--- config.mk ---
export PLATFORM = sky130hd
export DESIGN_NAME = idq_ctrl
export DESIGN_NICKNAME = d
export VERILOG_FILES = /design/src/rtl/idq_pkg.sv /design/src/rtl/idq_ctrl.sv
export SDC_FILE = /design/constraint.sdc
export NUM_CORES = 1
export LEC_CHECK = 0
export BUFFER_PORTS_ARGS = -buffer_cell sky130_fd_sc_hd__clkbuf_2
export CAP_MARGIN = 20
export CORE_MARGIN = 3
export CORE_UTILIZATION = 63
export CTS_CLUSTER_SIZE = 12
export DETAILED_ROUTE_END_ITERATION = 16
export HOLD_SLACK_MARGIN = 0.03
export PLACE_DENSITY = 0.83
export RECOVER_POWER = 25
export SLEW_MARGIN = 0
export SYNTH_ARGS = -nofsm -noshare
export SYNTH_HDL_FRONTEND = slang
export SYNTH_SLANG_ARGS = --single-unit
--- constraint.sdc ---
create_clock -name aclk -period 6.3 [get_ports aclk]
set_clock_uncertainty 0.2 [all_clocks]
set_input_delay 0.63 -clock aclk [delete_from_list [all_inputs] [get_ports aclk]]
set_output_delay 0.63 -clock aclk [all_outputs]
set_load 0.05 [all_outputs]
--- src/rtl/idq_pkg.sv ---
// Shared types and constants for the indexed deque engine.
package idq_pkg;

    localparam int CMD_W  = 3;
    localparam int IDX_W  = 10;
    localparam int VAL_W  = 32;
    localparam int STAT_W = 3;
    localparam int CNT_W  = 11;

    typedef enum logic [CMD_W-1:0] {
        CMD_PUSH   = 3'd0,
        CMD_POP    = 3'd1,
        CMD_READ   = 3'd2,
        CMD_WRITE  = 3'd3,
        CMD_INSERT = 3'd4,
        CMD_ERASE  = 3'd5,
        CMD_FIND   = 3'd6,
        CMD_CLEAR  = 3'd7
    } cmd_t;

    typedef enum logic [STAT_W-1:0] {
        STAT_OK       = 3'd0,
        STAT_EMPTY    = 3'd1,
        STAT_RANGE    = 3'd2,
        STAT_NOTFOUND = 3'd3,
        STAT_FULL     = 3'd4
    } status_t;

    typedef enum logic [2:0] {
        S_IDLE,
        S_READ,
        S_MOVE,
        S_PUT,
        S_FIND,
        S_DONE
    } state_t;

    typedef struct packed {
        status_t           status;
        logic [VAL_W-1:0]  data;
        logic [IDX_W-1:0]  found_index;
        logic [CNT_W-1:0]  count;
    } res_t;

endpackage

--- src/rtl/idq_ctrl.sv ---
// Command sequencer: pointers, shift walk, search walk and result capture.
module idq_ctrl #(
    parameter int DEPTH = 1024,
    parameter int AW    = $clog2(DEPTH),
    parameter int CW    = $clog2(DEPTH + 1)
) (
    input  logic                          aclk,
    input  logic                          aresetn,
    input  logic                          s_valid,
    output logic                          s_ready,
    input  logic [idq_pkg::CMD_W-1:0]     s_cmd,
    input  logic [idq_pkg::IDX_W-1:0]     s_index,
    input  logic [idq_pkg::VAL_W-1:0]     s_value,
    input  logic                          out_free,
    output logic                          res_load,
    output idq_pkg::res_t                 res,
    output logic                          mem_wr_en,
    output logic [AW-1:0]                 mem_wr_addr,
    output logic [idq_pkg::VAL_W-1:0]     mem_wr_data,
    output logic                          mem_rd_en,
    output logic [AW-1:0]                 mem_rd_addr,
    input  logic [idq_pkg::VAL_W-1:0]     mem_rd_data
);

    localparam int CMPW = (CW > idq_pkg::IDX_W) ? CW : idq_pkg::IDX_W;
    localparam logic [AW-1:0] LAST    = AW'(DEPTH - 1);
    localparam logic [AW:0]   DEPTH_W = (AW + 1)'(DEPTH);
    localparam logic [CW-1:0] DEPTH_C = CW'(DEPTH);

    function automatic logic [AW-1:0] ring_add(input logic [AW-1:0] a,
                                               input logic [AW-1:0] b);
        logic [AW:0] sum;
        sum = {1'b0, a} + {1'b0, b};
        if (sum >= DEPTH_W) begin
            sum = sum - DEPTH_W;
        end
        return sum[AW-1:0];
    endfunction

    function automatic logic [AW-1:0] ring_inc(input logic [AW-1:0] a);
        return (a == LAST) ? '0 : a + 1'b1;
    endfunction

    function automatic logic [AW-1:0] ring_dec(input logic [AW-1:0] a);
        return (a == '0) ? LAST : a - 1'b1;
    endfunction

    function automatic logic [AW-1:0] ring_step(input logic [AW-1:0] a, input logic up);
        return up ? ring_inc(a) : ring_dec(a);
    endfunction

    idq_pkg::state_t               state_reg, state_next;
    logic [AW-1:0]                 front_reg, front_next;
    logic [CW-1:0]                 count_reg, count_next;
    logic [idq_pkg::VAL_W-1:0]     val_reg, val_next;
    logic [AW-1:0]                 dst_reg, dst_next;
    logic                          up_reg, up_next;
    logic [CW-1:0]                 rem_reg, rem_next;
    logic [AW-1:0]                 put_reg, put_next;
    logic                          put_en_reg, put_en_next;
    logic                          pend_reg, pend_next;
    logic [AW-1:0]                 pend_dst_reg, pend_dst_next;
    logic [AW-1:0]                 pend_idx_reg, pend_idx_next;
    logic [AW-1:0]                 scan_ptr_reg, scan_ptr_next;
    logic [CW-1:0]                 scan_left_reg, scan_left_next;
    logic [AW-1:0]                 scan_idx_reg, scan_idx_next;
    idq_pkg::status_t              res_status_reg, res_status_next;
    logic [idq_pkg::VAL_W-1:0]     res_data_reg, res_data_next;
    logic [idq_pkg::IDX_W-1:0]     res_found_reg, res_found_next;

    idq_pkg::cmd_t     cmd;
    logic [CMPW-1:0]   idx_x;
    logic [CMPW-1:0]   cnt_x;
    logic              in_range;
    logic              is_full;
    logic              is_empty;
    logic              front_side;
    logic [AW-1:0]     idx_a;
    logic [CW-1:0]     idx_c;
    logic [AW-1:0]     cnt_a;
    logic [AW-1:0]     slot_idx;
    logic [AW-1:0]     slot_end;
    logic [AW-1:0]     front_dn;
    logic              hit;

    assign cmd        = idq_pkg::cmd_t'(s_cmd);
    assign idx_x      = CMPW'(s_index);
    assign cnt_x      = CMPW'(count_reg);
    assign in_range   = idx_x < cnt_x;
    assign is_full    = count_reg == DEPTH_C;
    assign is_empty   = count_reg == '0;
    assign front_side = idx_x <= (cnt_x >> 1);
    assign idx_a      = AW'(s_index);
    assign idx_c      = CW'(s_index);
    assign cnt_a      = AW'(count_reg);
    assign slot_idx   = ring_add(front_reg, idx_a);
    assign slot_end   = ring_add(front_reg, cnt_a);
    assign front_dn   = ring_dec(front_reg);
    assign hit        = pend_reg && (mem_rd_data == val_reg);

    always_comb begin
        state_next = state_reg;
        case (state_reg)
            idq_pkg::S_IDLE: begin
                if (s_valid) begin
                    case (cmd)
                        idq_pkg::CMD_READ:
                            state_next = in_range ? idq_pkg::S_READ : idq_pkg::S_DONE;
                        idq_pkg::CMD_INSERT:
                            state_next = (in_range && !is_full) ? idq_pkg::S_MOVE
                                                                : idq_pkg::S_DONE;
                        idq_pkg::CMD_ERASE:
                            state_next = in_range ? idq_pkg::S_MOVE : idq_pkg::S_DONE;
                        idq_pkg::CMD_FIND:
                            state_next = !is_empty ? idq_pkg::S_FIND : idq_pkg::S_DONE;
                        default:
                            state_next = idq_pkg::S_DONE;
                    endcase
                end
            end
            idq_pkg::S_READ: state_next = idq_pkg::S_DONE;
            idq_pkg::S_MOVE: begin
                if (rem_reg == '0 && !pend_reg) begin
                    state_next = put_en_reg ? idq_pkg::S_PUT : idq_pkg::S_DONE;
                end
            end
            idq_pkg::S_PUT: state_next = idq_pkg::S_DONE;
            idq_pkg::S_FIND: begin
                if (hit || (scan_left_reg == '0 && !pend_reg)) begin
                    state_next = idq_pkg::S_DONE;
                end
            end
            idq_pkg::S_DONE: begin
                if (out_free) begin
                    state_next = idq_pkg::S_IDLE;
                end
            end
            default: state_next = idq_pkg::S_IDLE;
        endcase
    end

    always_comb begin
        front_next      = front_reg;
        count_next      = count_reg;
        val_next        = val_reg;
        dst_next        = dst_reg;
        up_next         = up_reg;
        rem_next        = rem_reg;
        put_next        = put_reg;
        put_en_next     = put_en_reg;
        pend_next       = 1'b0;
        pend_dst_next   = pend_dst_reg;
        pend_idx_next   = pend_idx_reg;
        scan_ptr_next   = scan_ptr_reg;
        scan_left_next  = scan_left_reg;
        scan_idx_next   = scan_idx_reg;
        res_status_next = res_status_reg;
        res_data_next   = res_data_reg;
        res_found_next  = res_found_reg;
        s_ready         = 1'b0;
        res_load        = 1'b0;
        mem_wr_en       = 1'b0;
        mem_wr_addr     = dst_reg;
        mem_wr_data     = val_reg;
        mem_rd_en       = 1'b0;
        mem_rd_addr     = dst_reg;

        case (state_reg)
            idq_pkg::S_IDLE: begin
                s_ready = 1'b1;
                if (s_valid) begin
                    val_next        = s_value;
                    res_status_next = idq_pkg::STAT_OK;
                    res_data_next   = '0;
                    res_found_next  = '0;
                    case (cmd)
                        idq_pkg::CMD_PUSH: begin
                            if (is_full) begin
                                res_status_next = idq_pkg::STAT_FULL;
                            end else begin
                                mem_wr_en   = 1'b1;
                                mem_wr_addr = slot_end;
                                mem_wr_data = s_value;
                                count_next  = count_reg + 1'b1;
                            end
                        end
                        idq_pkg::CMD_POP: begin
                            if (is_empty) begin
                                res_status_next = idq_pkg::STAT_EMPTY;
                            end else begin
                                count_next = count_reg - 1'b1;
                            end
                        end
                        idq_pkg::CMD_READ: begin
                            if (!in_range) begin
                                res_status_next = idq_pkg::STAT_RANGE;
                            end else begin
                                mem_rd_en   = 1'b1;
                                mem_rd_addr = slot_idx;
                            end
                        end
                        idq_pkg::CMD_WRITE: begin
                            if (!in_range) begin
                                res_status_next = idq_pkg::STAT_RANGE;
                            end else begin
                                mem_wr_en   = 1'b1;
                                mem_wr_addr = slot_idx;
                                mem_wr_data = s_value;
                            end
                        end
                        idq_pkg::CMD_INSERT: begin
                            if (!in_range) begin
                                res_status_next = idq_pkg::STAT_RANGE;
                            end else if (is_full) begin
                                res_status_next = idq_pkg::STAT_FULL;
                            end else begin
                                count_next  = count_reg + 1'b1;
                                put_en_next = 1'b1;
                                if (front_side) begin
                                    front_next = front_dn;
                                    dst_next   = front_dn;
                                    up_next    = 1'b1;
                                    rem_next   = idx_c;
                                    put_next   = ring_add(front_dn, idx_a);
                                end else begin
                                    dst_next = slot_end;
                                    up_next  = 1'b0;
                                    rem_next = count_reg - idx_c;
                                    put_next = slot_idx;
                                end
                            end
                        end
                        idq_pkg::CMD_ERASE: begin
                            if (!in_range) begin
                                res_status_next = idq_pkg::STAT_RANGE;
                            end else begin
                                count_next  = count_reg - 1'b1;
                                put_en_next = 1'b0;
                                dst_next    = slot_idx;
                                if (front_side) begin
                                    front_next = ring_inc(front_reg);
                                    up_next    = 1'b0;
                                    rem_next   = idx_c;
                                end else begin
                                    up_next  = 1'b1;
                                    rem_next = count_reg - idx_c - 1'b1;
                                end
                            end
                        end
                        idq_pkg::CMD_FIND: begin
                            if (is_empty) begin
                                res_status_next = idq_pkg::STAT_NOTFOUND;
                            end else begin
                                scan_ptr_next  = front_reg;
                                scan_left_next = count_reg;
                                scan_idx_next  = '0;
                            end
                        end
                        default: begin
                            count_next = '0;
                            front_next = '0;
                        end
                    endcase
                end
            end
            idq_pkg::S_READ: begin
                res_data_next = mem_rd_data;
            end
            idq_pkg::S_MOVE: begin
                if (rem_reg != '0) begin
                    mem_rd_en     = 1'b1;
                    mem_rd_addr   = ring_step(dst_reg, up_reg);
                    pend_next     = 1'b1;
                    pend_dst_next = dst_reg;
                    dst_next      = ring_step(dst_reg, up_reg);
                    rem_next      = rem_reg - 1'b1;
                end
                if (pend_reg) begin
                    mem_wr_en   = 1'b1;
                    mem_wr_addr = pend_dst_reg;
                    mem_wr_data = mem_rd_data;
                end
            end
            idq_pkg::S_PUT: begin
                mem_wr_en   = 1'b1;
                mem_wr_addr = put_reg;
                mem_wr_data = val_reg;
            end
            idq_pkg::S_FIND: begin
                if (hit) begin
                    res_status_next = idq_pkg::STAT_OK;
                    res_found_next  = idq_pkg::IDX_W'(pend_idx_reg);
                end else if (scan_left_reg != '0) begin
                    mem_rd_en      = 1'b1;
                    mem_rd_addr    = scan_ptr_reg;
                    pend_next      = 1'b1;
                    pend_idx_next  = scan_idx_reg;
                    scan_ptr_next  = ring_inc(scan_ptr_reg);
                    scan_left_next = scan_left_reg - 1'b1;
                    scan_idx_next  = scan_idx_reg + 1'b1;
                end else if (!pend_reg) begin
                    res_status_next = idq_pkg::STAT_NOTFOUND;
                end
            end
            idq_pkg::S_DONE: begin
                res_load = out_free;
            end
            default: begin
                res_load = 1'b0;
            end
        endcase
    end

    always_ff @(posedge aclk) begin
        if (!aresetn) begin
            state_reg  <= idq_pkg::S_IDLE;
            front_reg  <= '0;
            count_reg  <= '0;
            pend_reg   <= 1'b0;
            put_en_reg <= 1'b0;
        end else begin
            state_reg  <= state_next;
            front_reg  <= front_next;
            count_reg  <= count_next;
            pend_reg   <= pend_next;
            put_en_reg <= put_en_next;
        end
    end

    always_ff @(posedge aclk) begin
        val_reg        <= val_next;
        dst_reg        <= dst_next;
        up_reg         <= up_next;
        rem_reg        <= rem_next;
        put_reg        <= put_next;
        pend_dst_reg   <= pend_dst_next;
        pend_idx_reg   <= pend_idx_next;
        scan_ptr_reg   <= scan_ptr_next;
        scan_left_reg  <= scan_left_next;
        scan_idx_reg   <= scan_idx_next;
        res_status_reg <= res_status_next;
        res_data_reg   <= res_data_next;
        res_found_reg  <= res_found_next;
    end

    assign res.status      = res_status_reg;
    assign res.data        = res_data_reg;
    assign res.found_index = res_found_reg;
    assign res.count       = idq_pkg::CNT_W'(count_reg);

endmodule

=== Word level (Yosys, flattened, before mapping) ===
Cells that the tools add are included.

* Logic and storage cells: 245
* Flip-flop bits (word level): 186

* $add $sub $neg: 18
* Reduce and logical (&&, ||, !) cells: 38
* Multiplexer cells: 124
* Bitwise operators: 4
* Order comparisons: 5
* Equal/unequal tests: 38

{| class="wikitable"
|+ Operators with widths
! cell !! number
|-
| 2-to-1 mux 10 bit || 40
|-
| one-hot mux 32 bit (2 select lines) || 3
|-
| 2-to-1 mux 11 bit || 16
|-
| 2-to-1 mux 32 bit || 5
|-
| one-hot mux 10 bit (2 select lines) || 6
|-
| one-hot mux 10 bit (3 select lines) || 3
|-
| one-hot mux 11 bit (2 select lines) || 3
|-
| one-hot mux 11 bit (5 select lines) || 1
|-
| subtractor 10 x 1 -> 10 bit (second input constant) || 5
|-
| subtractor 11 x 1 -> 11 bit (second input constant) || 4
|-
| 2-to-1 mux 3 bit || 14
|-
| adder 10 x 1 -> 10 bit (second input constant) || 4
|-
| adder 10 x 10 -> 11 bit || 3
|-
| greater-or-equal comparator 11 bit (second input constant) || 3
|-
| zero test 11 bit || 3
|-
| == test 32 bit || 1
|-
| != test 2 bit (second input constant) || 16
|-
| == test 10 bit (second input constant) || 3
|-
| one-hot mux 3 bit (5 select lines) || 2
|-
| nonzero test 11 bit || 2
|-
| 2-to-1 mux 1 bit || 21
|-
| zero test 10 bit || 2
|-
| AND reduction 6 bit || 3
|-
| == test 3 bit (second input constant) || 5
|-
| 29 further kinds || 59
|}

=== Depth between registers and ports, before layout ===
Gate-level depths: netlist (run 1).

* Depth after elaboration: 9
* Gate-level depth with buffers: 18
* Mapped depth without buffers: 17

=== Least setup slack after synthesis (run 1) ===
OpenSTA, ideal clock, no wires.

* Path kind: flip-flop to output port
* From: register count_reg[1], in the netlist cnt_x[1]
* To: output mem_wr_addr[7]
* Cell stages (with the launch flop): 10
* Arrival time: 3.966 ns
* Required time: 5.470 ns
* Buffers on the path: 0
* Slack: 1.504 ns
* Cell sequence: dfxtp_1 ha_1 nand2b_1 a211oi_1 o31a_2 a31oi_2 nor2_1 o21ai_1 a32oi_1 o41ai_1

* Cells in the longest elaborated chain, start to end: 7

{| class="wikitable"
|+ RTL lines
! what !! RTL line !! RTL
|-
| start, declared || idq_ctrl.sv:54 || <nowiki>logic [CW-1:0] count_reg, count_next;</nowiki>
|-
| start signal, assigned || idq_ctrl.sv:324 || <nowiki>count_reg <= count_next;</nowiki>
|-
| adder 10 x 10 -> 11 bit || idq_ctrl.sv:33 || <nowiki>sum = {1'b0, a} + {1'b0, b};</nowiki>
|-
| subtractor 10 x 1 -> 10 bit or greater-or-equal comparator 11 bit (tied branches) || idq_ctrl.sv:35, idq_ctrl.sv:34 ||
|-
| 2-to-1 mux 10 bit || idq_ctrl.sv:34 || <nowiki>if (sum >= DEPTH_W) begin</nowiki>
|-
| 2-to-1 mux 10 bit || idq_ctrl.sv:178 || <nowiki>if (is_full) begin</nowiki>
|-
| one-hot mux 10 bit (2 select lines) (*) || idq_ctrl.sv:176 || <nowiki>case (cmd)</nowiki>
|-
| 2-to-1 mux 10 bit (*) || idq_ctrl.sv:171 || <nowiki>if (s_valid) begin</nowiki>
|-
| one-hot mux 10 bit (3 select lines) (*) || idq_ctrl.sv:168 || <nowiki>case (state_reg)</nowiki>
|-
| end, declared || idq_ctrl.sv:18 || <nowiki>output logic [AW-1:0] mem_wr_addr,</nowiki>
|}

Mark *: on every way between the ends. The rest lies on a longest branch, timed or not.

=== Worst setup path after layout (run 1) ===
* From: register count_reg[0], in the netlist cnt_x[0]
* To: output mem_wr_data[13] (netlist bit)

* Cells in the longest elaborated chain, start to end: 5

{| class="wikitable"
|+ RTL lines
! what !! RTL line !! RTL
|-
| less-than comparator 10 x 11 -> 1 bit or == test 11 bit (tied branches) || idq_ctrl.sv:89, idq_ctrl.sv:90 ||
|-
| 2-to-1 mux 32 bit (on tied branches) || idq_ctrl.sv:203, idq_ctrl.sv:178 ||
|-
| one-hot mux 32 bit (2 select lines) (*) || idq_ctrl.sv:176 ||
|-
| 2-to-1 mux 32 bit (*) || idq_ctrl.sv:171 ||
|-
| one-hot mux 32 bit (2 select lines) (*) || idq_ctrl.sv:168 ||
|-
| end, declared || idq_ctrl.sv:19 || <nowiki>output logic [idq_pkg::VAL_W-1:0] mem_wr_data,</nowiki>
|}

Marked as above.

==> run metrics, run 1 <==
number of DRC markers in iteration 0 roughly 1500; Distinct cells, synth 86; routed length per placed instance approximately 23 µm; reg2reg end put_reg[9]; Leak between 5 and 6 nW; syn_nets between 1500 and 2000; final hold vios 0; Starting Density 0.653; Die W approximately 150 µm; Final ANT Viol Nets 0; final instance area ~0.015 mm²; Slowest cell on crit path a21oi_2; R2R depth 15; antenna violations before repair 1; crit path cell chain inv_1 > ha_1 > nand2b_1 > a211oi_1 > o31a_2 > a31o_2 > nand2_1 > a21oi_2 > buf_4 > and2_0 > a221o_1 > clkbuf_2; placed inst area ~0.015 mm²; Worst EP required between 5 and 6 ns; Skew-Pair Late Insertion Delay about 0.44 ns; drt total wl around 44 mm; CTS Sinks between 150 and 200; RSZ-0062 raised after global routing no; total die area around 0.023 mm²; Finish-stage setup viols 0; Synth warnings 0; Mean Syn Cell Area around 9 µm²; Critical Path Sink Type primary output; Final Max Slew Viols 0; num rows 52; Rel. slew slack 0.262; router iterations before antenna repair 7; PortBufs 192; largest net degree at the start of global routing 54; minimum clock period ~5.1 ns; # hold bufs at CTS 0; post-synthesis cell area 0.0135 mm²; Mapped Cells around 1500; DRC viols 0; Area growth, synth to finish 12.3%; vias in the first global route about 12000; period utilisation layout 0.813; root buffer cell clkbuf_16; clock slew at reported path FFs 0.08 ns; Via Count 12675; WP data arrival 4.29 ns; post-synthesis register bit count ~190; worst hold path class input pin to flop; Setup TNS 0 ns; ratio of cells with drive above 1 in the final layout 0.132; buffer count from post-CTS setup fixing 0; worst setup path start cnt_x[0]; Max VDD drop slightly below 0.2 mV; crit-path max FO 23; Clock Tree Buf Depth 2; worst-margin pin slew 1.10 ns; nets@finish 1759; Most used DFF post-synth edfxtp_1; max-cap violation count 0; Setup CP Type flop to primary output; first-pass GRT wire length 67.6 mm; DP Wirelength between 30 and 40 mm; global route total overflow 0; Peak Freq 195 MHz; R2R setup slack 1.88 ns; post-synthesis async set-or-reset flop share 0; Fin Hold WS approximately 0.18 ns; post-CTS sizing 0; CP top delay family compound AO/OA/AOI/OAI gates; power density of the placed cells 248 mW/mm²; vias per std cell approximately 6.7; crit-path max cell delay ~0.54 ns; Reg2Reg Launch Point front_reg[1]; # H-tree levels 4; EDFF count, synth 160; core box area approximately 0.021 mm²; routability cong. 0.972; status finished clean; Worst Path Buf+Inv 3; Die Ht about 150 µm; crit path to mem_wr_data[13]; ANT cells 0; IO Pins 193; total global routing track utilization 0.367; Num CTS Buffers 17; Worst path depth 12; startpoint type of the worst setup path flop; register area share after synthesis 0.396; CTS tree built
==> per-stage QoR <==
stage               utilization  std cells  setup slack (ns)  power [mW]
finish                    0.733       1890              1.18        3.75
global route              0.733       1890             0.995        3.87
CTS                       0.738       1890              1.23        3.75
detailed placement        0.708       1858              1.38        2.62
global placement          0.708       1858              1.55        2.60
floorplan                     -       1461              1.50        2.32
==> cell families (layout without fill, tap and decap cells) <==
kind of cell,count (synthesis),in the layout,synth area share
xor gates and xnor gates,126,126,0.0825
adders and majority gates,71,71,0.0688
AOI/OAI and AO/OA,392,392,0.198
and+or+nand+nor,516,516,0.194
buffers and inverters,148,307,0.0437
muxes,22,22,0.0174
DFF,186,186,0.396
==> synthesized netlist by cell type (26+ instances only) <==
library cell / n / area [µm²]
nor2_1: 121 / 454
nand2_1: 123 / 462
o21ai_0: 87 / 435
nor3_1: 33 / 165
xor2_1: 67 / 587
clkbuf_1: 61 / 229
inv_1: 61 / 229
dfxtp_1: 26 / 521
xnor2_1: 58 / 508
a221o_1: 33 / 330
ha_1: 66 / 826
and2_1: 49 / 307
edfxtp_1: 160 / 4800
a21oi_1: 89 / 445
nand3_1: 38 / 190
==> cell type report <==
type | count | area [µm²]
Inverter | 62 | 233
Timing Repair Buffer | 213 | 1020
Fill cell | 1611 | 5510
Clock buffer | 17 | 425
Sequential cell | 186 | 5330
Multi-Input combinational cell | 1127 | 7580
Tap cell | 270 | 338
Clock inverter | 15 | 199
==> metal layers <==
metal / global-route usage / routed length (µm) / up-vias
met5: 0 / 0 / -
met4: 0.188 / 2680 / 0
met2: 0.609 / 20600 / 809
met1: 0.456 / 16300 / 5964
met3: 0.0724 / 4280 / 195
li1: - / - / 5707
==> layout by cell type (no fill, tap or decap), types with 26 or more instances in the layout <==
cell | Yosys | final
edfxtp_1 | 160 | 160
nand2_1 | 123 | 123
nor2_1 | 121 | 118
clkbuf_2 | 0 | 115
a21oi_1 | 89 | 89
o21ai_0 | 87 | 87
clkbuf_1 | 61 | 77
xor2_1 | 67 | 67
ha_1 | 66 | 66
inv_1 | 61 | 61
xnor2_1 | 58 | 58
and2_1 | 49 | 47
nand3_1 | 38 | 38
nor3_1 | 33 | 33
a221o_1 | 33 | 33
dfxtp_1 | 26 | 26
==> worst min path at each step <==
| stage | depth (start not counted) | slack, ns | from | endpoint |
|---|---|---|---|---|
| CTS | 1 | 0.18 | s_value[21] | val_reg[21] |
| global route | 1 | 0.17 | s_value[21] | val_reg[21] |
| floorplan | 0 | 0.22 | dst_reg[6] | pend_dst_reg[6] |
| detailed placement | 0 | 0.28 | scan_idx_reg[9] | pend_idx_reg[9] |
| global placement | 0 | 0.27 | scan_idx_reg[6] | pend_idx_reg[6] |
| finish | 1 | 0.18 | s_value[21] | val_reg[21] |
==> power breakdown <==
group | internal (mW) | leakage (nW) | total, mW | switching, mW
clock | 0.610 | 0.305 | 1.15 | 0.537
combinational | 0.284 | 3.82 | 1.05 | 0.768
sequential | 1.47 | 1.72 | 1.55 | 0.0809
total | 2.37 | 5.85 | 3.75 | 1.39
No activity file was read; power rests on OpenSTA's default activity.
==> inputs of run 2 (changes only) <==
CORE_UTILIZATION = 59   (was 63)
PLACE_DENSITY = 0.78   (was 0.83)
clock period = 4.88 ns   (was 6.3 ns; I/O delays follow)
==> run metrics, run 2 (synthesis results as in run 1) <==
power density of the placed cells approximately 310 mW/mm²; Peak Freq 220 MHz; Leak between 6 and 7 nW; startpoint type of the worst setup path flop; area of the multi-input gates about 0.0076 mm²; Rel. slew slack 0.259; drt total wl between 40 and 50 mm; vias in the first global route ~12000; Reg2Reg Launch Point front_reg[3]; # H-tree levels 4; root buffer cell clkbuf_16; Seq. cell area around 0.0053 mm²; total global routing track utilization 0.352; minimum clock period 4.54 ns; Critical Path Sink Type primary output; commonest cells after routing, fill and taps aside edfxtp_1 (160), nand2_1 (123), clkbuf_2 (120), nor2_1 (118), a21oi_1 (89); PortBufs between 150 and 200; period utilisation layout 0.930; # fillers approximately 1800; antenna violations before repair 0; first-pass GRT wire length 67.1 mm; Worst EP required around 4.2 ns; RSZ-0062 raised after global routing no; post-CTS sizing 0; max-cap violation count 0; Final ANT Viol Nets 0; router iterations before antenna repair 7; Die W around 160 µm; final core utilization 0.701; Finish-stage setup viols 0; DP Wirelength between 30 and 40 mm; crit-path max FO 9; commonest non-fill, non-tap cell in the layout edfxtp_1; Max VDD drop 0.237 mV; Num CTS Buffers 17; ratio of cells with drive above 1 in the final layout 0.144; CTS tree built; global route total overflow 0; core box area about 0.022 mm²; Skew-Pair Late Insertion Delay around 0.45 ns; Clock Tree Buf Depth 2; status finished clean; largest net degree at the start of global routing 54; Die Ht approximately 160 µm; CTS Sinks 186; total die area roughly 0.025 mm²; Starting Density 0.609; worst hold path class input pin to flop; Hold Startpoint s_value[19]; vias per std cell approximately 6.6; WP data arrival slightly below 4 ns; nets@finish between 1500 and 2000; IO Pins 193; worst-margin pin slew between 1 and 1.5 ns; num rows between 50 and 60; routability cong. ~1; routed length per placed instance approximately 23 µm; DRC viols 0; Final Max Slew Viols 0; Fin Hold WS between 0.05 and 0.06 ns; Setup CP Type flop to primary output; worst setup path start cnt_x[0]; Power, Total a little under 5 mW; Setup TNS 0 ns; Area growth, synth to finish 15.1%; clock slew at reported path FFs 0.08 ns; number of DRC markers in iteration 0 about 1800; Via Count around 13000; final hold vios 0
run 2: metrics by stage:
| step | cells | worst slack (ns) | area [µm²] |
|---|---|---|---|
| detailed placement | 1889 | 0.692 | 14800 |
| CTS | 1938 | 0.379 | 15600 |
| floorplan | 1461 | 0.226 | 13500 |
| global route | 1938 | 0.167 | 15500 |
| finish | 1939 | 0.343 | 15500 |
| global placement | 1888 | 0.465 | 14800 |
run 2: path summary, 6_finish.rpt:
path	end	slack, ns	cells past startpoint
setup / recovery	mem_wr_addr[7]	0.34	11
hold / removal	val_reg[19]	0.06	1
setup reg to reg	put_reg[9]	0.68	14
hold reg to reg	pend_idx_reg[9]	0.29	0
run 2: worst max-delay path, stage by stage (launching register included):
cell and delay [ns]:
dfxtp_1 0.55, inv_1 0.19, ha_1 0.38, and4_1 0.20, nand3_1 0.14, o31a_1 0.16
a31oi_2 0.54, nor2_1 0.20, o21ai_1 0.24, a32oi_1 0.08, o41ai_1 0.33, clkbuf_2 0.38
run 2: report_power, final:
group	switching [mW]	internal [mW]	total, mW
Combinational	0.988	0.385	1.37
Sequential	0.105	1.90	2.01
Clock	0.771	0.716	1.49
run 2: routing by layer:
metal  up-vias  track usage  share of wire  wire [µm]
met5         -            0              0          0
met4         0        0.181          0.055       2430
met3       156       0.0514          0.088       3910
met2       804        0.589           0.47      21000
met1      5968        0.446           0.39      17100
li1       5792            -              -          -
run 2: final cells by class:
class	count	share of cell area
Tap cell	280	0.0226
Multi-Input combinational cell	1127	0.489
Antenna cell	1	0.000161
Clock buffer	17	0.0275
Clock inverter	15	0.0134
Inverter	62	0.0150
Sequential cell	186	0.344
Timing Repair Buffer	251	0.0883
run 2: timing repair:
item | in CTS | in global routing
buffers inserted | 0 | 0
endpoints found under the hold margin | 17 | 0
hold buffers | 17 | 0
setup endpoints to repair | 0 | 0
